===== src/sv/skoi_pkg.sv =====
// ----------------------------------------------------------------------------
// Sorted key offset index package
// Shared widths, operation and status codes, and the cell control type.
// ----------------------------------------------------------------------------
package skoi_pkg;

  localparam int unsigned TableDepth = 256;
  localparam int unsigned KeyChars   = 8;

  localparam int unsigned KeyW   = 64;
  localparam int unsigned OffW   = 24;
  localparam int unsigned KindW  = 2;
  localparam int unsigned StatW  = 2;
  localparam int unsigned CountW = $clog2(TableDepth + 1);

  localparam logic [KeyW-1:0] KeyAll  = {KeyW{1'b1}};
  localparam logic [KeyW-1:0] KeyMask = ~(KeyAll >> (8 * KeyChars));

  localparam logic [KindW-1:0] OP_LOOKUP = 2'd0;
  localparam logic [KindW-1:0] OP_INSERT = 2'd1;
  localparam logic [KindW-1:0] OP_DELETE = 2'd2;

  localparam logic [StatW-1:0] ST_OK        = 2'd0;
  localparam logic [StatW-1:0] ST_NOT_FOUND = 2'd1;
  localparam logic [StatW-1:0] ST_DUPLICATE = 2'd2;
  localparam logic [StatW-1:0] ST_FULL      = 2'd3;

  typedef struct packed {
    logic            ins;
    logic            del;
    logic [KeyW-1:0] key;
    logic [OffW-1:0] off;
  } skoi_ctrl_t;

endpackage


===== src/sv/skoi_cell.sv =====
// ----------------------------------------------------------------------------
// Sorted key offset index cell
// Holds one key and offset, compares against the request key and shifts.
// ----------------------------------------------------------------------------
module skoi_cell
  import skoi_pkg::*;
(
  input  logic            clk_i,
  input  logic            rst_ni,
  input  logic            cmp_en_i,
  input  logic [KeyW-1:0] cmp_key_i,
  input  logic            valid_i,
  input  skoi_ctrl_t      ctrl_i,
  input  logic            prev_lt_i,
  input  logic [KeyW-1:0] prev_key_i,
  input  logic [OffW-1:0] prev_off_i,
  input  logic [KeyW-1:0] next_key_i,
  input  logic [OffW-1:0] next_off_i,
  output logic            lt_o,
  output logic            eq_o,
  output logic [KeyW-1:0] key_o,
  output logic [OffW-1:0] off_o
);

  logic            lt_q, lt_d;
  logic            eq_q, eq_d;
  logic [KeyW-1:0] key_q, key_d;
  logic [OffW-1:0] off_q, off_d;

  always_comb begin
    lt_d = lt_q;
    eq_d = eq_q;
    if (cmp_en_i) begin
      lt_d = valid_i && (key_q < cmp_key_i);
      eq_d = valid_i && (key_q == cmp_key_i);
    end
  end

  always_comb begin
    key_d = key_q;
    off_d = off_q;
    if (ctrl_i.ins && !lt_q) begin
      if (prev_lt_i) begin
        key_d = ctrl_i.key;
        off_d = ctrl_i.off;
      end else begin
        key_d = prev_key_i;
        off_d = prev_off_i;
      end
    end else if (ctrl_i.del && !lt_q) begin
      key_d = next_key_i;
      off_d = next_off_i;
    end
  end

  always_ff @(posedge clk_i or negedge rst_ni) begin
    if (!rst_ni) begin
      lt_q <= 1'b0;
      eq_q <= 1'b0;
    end else begin
      lt_q <= lt_d;
      eq_q <= eq_d;
    end
  end

  always_ff @(posedge clk_i) begin
    key_q <= key_d;
    off_q <= off_d;
  end

  assign lt_o  = lt_q;
  assign eq_o  = eq_q;
  assign key_o = key_q;
  assign off_o = off_q;

endmodule


===== config.mk =====
export PLATFORM = sky130hd
export DESIGN_NAME = skoi_cell
export DESIGN_NICKNAME = d
export VERILOG_FILES = /design/src/sv/skoi_pkg.sv /design/src/sv/skoi_cell.sv
export SDC_FILE = /design/constraint.sdc
export NUM_CORES = 1
export LEC_CHECK = 0
export ABC_AREA = 1
export BUFFER_PORTS_ARGS = -buffer_cell sky130_fd_sc_hd__buf_4
export CAP_MARGIN = 20
export CORE_AREA = 2 2 165 167
export DETAILED_ROUTE_END_ITERATION = 10
export DIE_AREA = 0 0 167 169
export PLACE_DENSITY = 0.58
export SLEW_MARGIN = 5
export SYNTH_ARGS = -nofsm -noshare
export SYNTH_HDL_FRONTEND = slang
export SYNTH_SLANG_ARGS = --single-unit

===== constraint.sdc =====
create_clock -name clk_i -period 6.15 [get_ports clk_i]
set_clock_uncertainty 0.05 [all_clocks]
set_input_delay 0.615 -clock clk_i [delete_from_list [all_inputs] [get_ports clk_i]]
set_output_delay 0.615 -clock clk_i [all_outputs]
set_load 0.01 [all_outputs]

; ---- Yosys cells after proc, flatten, opt, wreduce, memory -nomap -nowiden
; Index checks and enable logic that the tools add are counted.
[totals]
out_inout_bits = 90
reg_bits = 90
wordCells = 18
inputBits = 335
[op_classes]
n_mux = 6
n_reduce_logical = 6
n_lt_le_gt_ge = 1
n_eq_ne = 1
[op_table]
columns = cell, n
row1 = $mux W64, 3
row2 = $mux W24, 3
row3 = $eq A64 B64 Y1, 1
row4 = $lt A64 B64 Y1, 1
row5 = $logic_and A1 B1 Y1, 4
row6 = $reduce_bool A2 Y1, 1
row7 = $logic_not A1 Y1, 1

; ---- Logic depth before layout (Yosys ltp)
[logic_depth]
depth_word = 4
mapped_depth = 16
depth_no_buf = 16

; ---- Worst setup path after synthesis
; Ideal clock, no wire load.
[synth_path]
path_type = input to register
start = in ctrl_i[89] (netlist bit)
end = reg key_q[0] (netlist: key_o[0]), enable pin
setup_time_ps = 538
arrival_ps = 4358
setup_slack_ps = 1204
t_required_ps = 5562
n_path_buf = 0
cell_stages = 2
cell_sequence = nor2_1 -> nor2_1
[synth_between]
elab_chain_cells = 2
[synth_lines]
columns = element, line_no
row1 = start: declaration, skoi_cell.sv:13  ; input skoi_ctrl_t ctrl_i,
row2 = $logic_and A1 B1 Y1, skoi_cell.sv:42  ; if (ctrl_i.ins && !lt_q) begin
row3 = $reduce_bool A2 Y1 (no line), n/a
row4 = end signal: assignment, skoi_cell.sv:67  ; key_q <= key_d;
row5 = end: declaration, skoi_cell.sv:27  ; logic [KeyW-1:0] key_q, key_d;
; Every way passes these cells.
; A chain may end at the register's enable or synchronous reset.

; ---- Final worst setup path
[layout_path]
start = in prev_lt_i
end = reg off_q[18] (netlist: off_o[18]), data pin
[layout_between]
elab_chain_cells = 2
[layout_lines]
columns = element, line_no
row1 = start: declaration, skoi_cell.sv:14  ; input logic prev_lt_i,
row2 = $mux W24, skoi_cell.sv:43  ; if (prev_lt_i) begin
row3 = $mux W24, skoi_cell.sv:42
row4 = net off_d[18], skoi_cell.sv:28  ; logic [OffW-1:0] off_q, off_d;
row5 = end signal: assignment, skoi_cell.sv:68  ; off_q <= off_d;
row6 = end: declaration, skoi_cell.sv:28
; The timed path passes the listed nets, and every way through them passes these cells.

==> results.json <==
{
  "outcome": "finished, final reports clean",
  "cts_tree": "built",
  "endpoint_kind": "register",
  "worstPathRequired_ps": 6290,
  "reg2reg_slack_ps": 3870,
  "synth.avg_cell_area_um2": 8.047,
  "ys_types": 22,
  "synth_compound_area_share_pct": 12.29,
  "grt.total_usage_pct": 17.01,
  "period_share_pct": 38.35,
  "gr-total-overflow": 0,
  "peakVddDrop_uv": 112.7,
  "dr.pass1.iters": 5,
  "cts.path.max_buffers": 2,
  "routed_wl_um": 24910,
  "worstMarginPinSlew_ps": 732.4,
  "die_area_um2": 28220,
  "placementRows": 60,
  "yosys.area_share.simple_pct": 23.04,
  "crit_path_start_kind": "input pin",
  "synthCells": 772,
  "hpwl_um": 19870,
  "core-area_um2": 26500,
  "ys.warnings.count": 0,
  "die_h_um": 169,
  "via_per_inst": 4.518,
  "final_hold_viol_count": 0,
  "synth_adder_area_share_pct": 12.89,
  "crit_type": "input pin to register",
  "dr.first_iter.drc_count": 358,
  "slowest_delay_ps": 610,
  "grt_max_degree": 177,
  "p_leak_nw": 4.957,
  "routedWlPerCell_um": 16.36,
  "powerDensity_nw_per_um2": 217.2,
  "synthXorXnorAreaFrac_pct": 0,
  "clk_latency_ps": 350,
  "syn_to_final_growth_pct": 60.12,
  "final_nets": 1574,
  "cp_top_family": "buffers and inverters",
  "post_cts_resized": 0,
  "synthMuxAreaShare_pct": 0,
  "slew_viol_final": 0,
  "initial_core_util_pct": 23.44,
  "cp_data_arrival_time_ps": 2500,
  "grt_pass1_vias": 6734,
  "dp.cells": 1504,
  "rsz0062_at_grt": "false",
  "io_buffers": 424,
  "p_total_mw": 2.161,
  "synth_top_family_by_area": "simple AND/OR/NAND/NOR gates",
  "setup_slack_ps": 3792,
  "gp_congestion": 0.8316,
  "syn_area_um2": 6212,
  "antenna_found_initial": 1,
  "drtAntennaViolNets": 0,
  "drive_above_1_share_pct": 37.97,
  "tritoncts.num_buffers": 9,
  "htree_levels": 3,
  "path_clk_slew_ps": 70,
  "dp_slack_ps": 3428,
  "min_path_type": "register to register",
  "slew_headroom_pct": 51.17,
  "path_cells": "buf_4 -> inv_2 -> buf_4 -> nand2_1 -> a31oi_1",
  "fmax_mhz": 424.0,
  "grt_first_pass_wirelength_um": 37090,
  "vias": 6876,
  "cts.sinks": 90,
  "n_fill_cell": 2754,
  "crit_top_cell": "buf_4",
  "worst_path_max_delay_cell": "buf_4",
  "ys_ff_latch": 90,
  "stdcell_count": 1522,
  "ys_seq_area_share_pct": 43.34,
  "finalSetupTns_ps": 0,
  "critical_path_buf_inv_count": 3,
  "drc": 0,
  "fin_crit_ps": 2358,
  "clock-root-buffer": "clkbuf_16",
  "setup_violations": 0,
  "critPathMaxFanout": 54,
  "syn_nets": 1171,
  "maxCapViolCount": 0,
  "ios": 425,
  "die_w_um": 167
}
cell families (layout without fill, tap and decap cells):
kind of cell / after synthesis / in the layout
fa+ha+maj: 64 / 64
simple gates: 371 / 371
compound gates: 127 / 127
other cells: 0 / 1
flops: 90 / 90
buf+inv: 120 / 528
placed cells by master, fill, tap and decap left out, types with 2 or more instances in the layout:
master / instances
a21oi_1: 28
a31oi_1: 88
buf_4: 428
clkbuf_16: 9
clkinv_1: 2
clkinv_4: 3
dfrtp_1: 2
edfxtp_1: 88
ha_1: 64
inv_1: 81
nand2_1: 246
nand3_1: 8
nand4_1: 4
nor2_1: 108
nor2_4: 2
nor3_1: 2
o21a_1: 3
o21ai_0: 6
registers in the layout (all words and copies together) (netlist names):
signal and count:
key_o 64, lt_o 1, off_o 24, eq_o 1
metal layers:
layer | track usage [%] | up-vias | wire length [µm] | share of wire (%)
li1 | - | 3402 | - | -
met1 | 20.19 | 3160 | 9897 | 40
met2 | 29.67 | 271 | 12560 | 50
met3 | 4.349 | 43 | 1745 | 7.0
met4 | 6.259 | 0 | 698 | 2.8
met5 | 0 | - | 0 | 0
repair_timing:
action,CTS,global route
setup buffers,0,0
hold buffers,1,0
hold endpoints to repair,2,0
cell type report:
class,instances,area (µm²),area share [%]
Sequential cell,90,2693,27.07
Timing Repair Buffer,430,3243,32.60
Inverter,82,307.8,3.094
Clock buffer,9,225.2,2.264
Clock inverter,7,46.29,0.4654
Antenna cell,1,2.502,0.02516
Multi-Input combinational cell,562,3003,30.19
Tap cell,341,426.7,4.289
path summary, 6_finish.rpt:
path / from / endpoint / cells past startpoint
setup / recovery: prev_lt_i / off_o[18] / 5
hold / removal: eq_o / eq_o / 2
setup reg to reg: lt_o / key_o[44] / 3
hold reg to reg: eq_o / eq_o / 2
max in group asynchronous: rst_ni / eq_o / 2
min in group asynchronous: rst_ni / lt_o / 2
Yosys cell counts:
master    number  share of area (%)
o31ai_2        1               0.20
inv_2          1              0.060
nand2_1      246                 15
o21ai_0        6               0.48
inv_1         81                4.9
dfrtp_1        2               0.81
clkbuf_1       5               0.30
buf_6          2               0.36
nor2_1       109                6.6
edfxtp_1      88                 43
o21a_1         3               0.36
ha_1          64                 13
a21o_1         1               0.12
nor3_1         2               0.16
nand3_1        8               0.64
nand4_1        4               0.40
a31oi_1       88                8.9
nor2_4         1               0.18
buf_2         23                1.9
nor4_2         1               0.20
buf_4          8               0.97
a21oi_1       28                2.3
per-stage QoR:
stage / cell area [µm²] / hold slack (ps) / utilization [%]
2_1_floorplan: 6212 / 269.4 / -
3_3_place_gp: 9663 / 361.0 / 36.46
5_1_grt: 9947 / 494.3 / 37.54
4_1_cts: 9945 / 461.9 / 37.53
3_5_place_dp: 9663 / 363.2 / 36.46
6_report: 9947 / 459.4 / 37.54
worst reg2reg max path, stage by stage, from the launching register on:
cell	delay, ps
dfrtp_1	490
nor2_4	140
buf_4	520
buf_4	710
power breakdown:
group / internal [mW] / switching, mW / total [mW]
Combinational: 0.375 / 0.382 / 0.758
Sequential: 0.809 / 0.0615 / 0.871
Clock: 0.273 / 0.259 / 0.533
No activity file was read; power rests on OpenSTA's default activity.
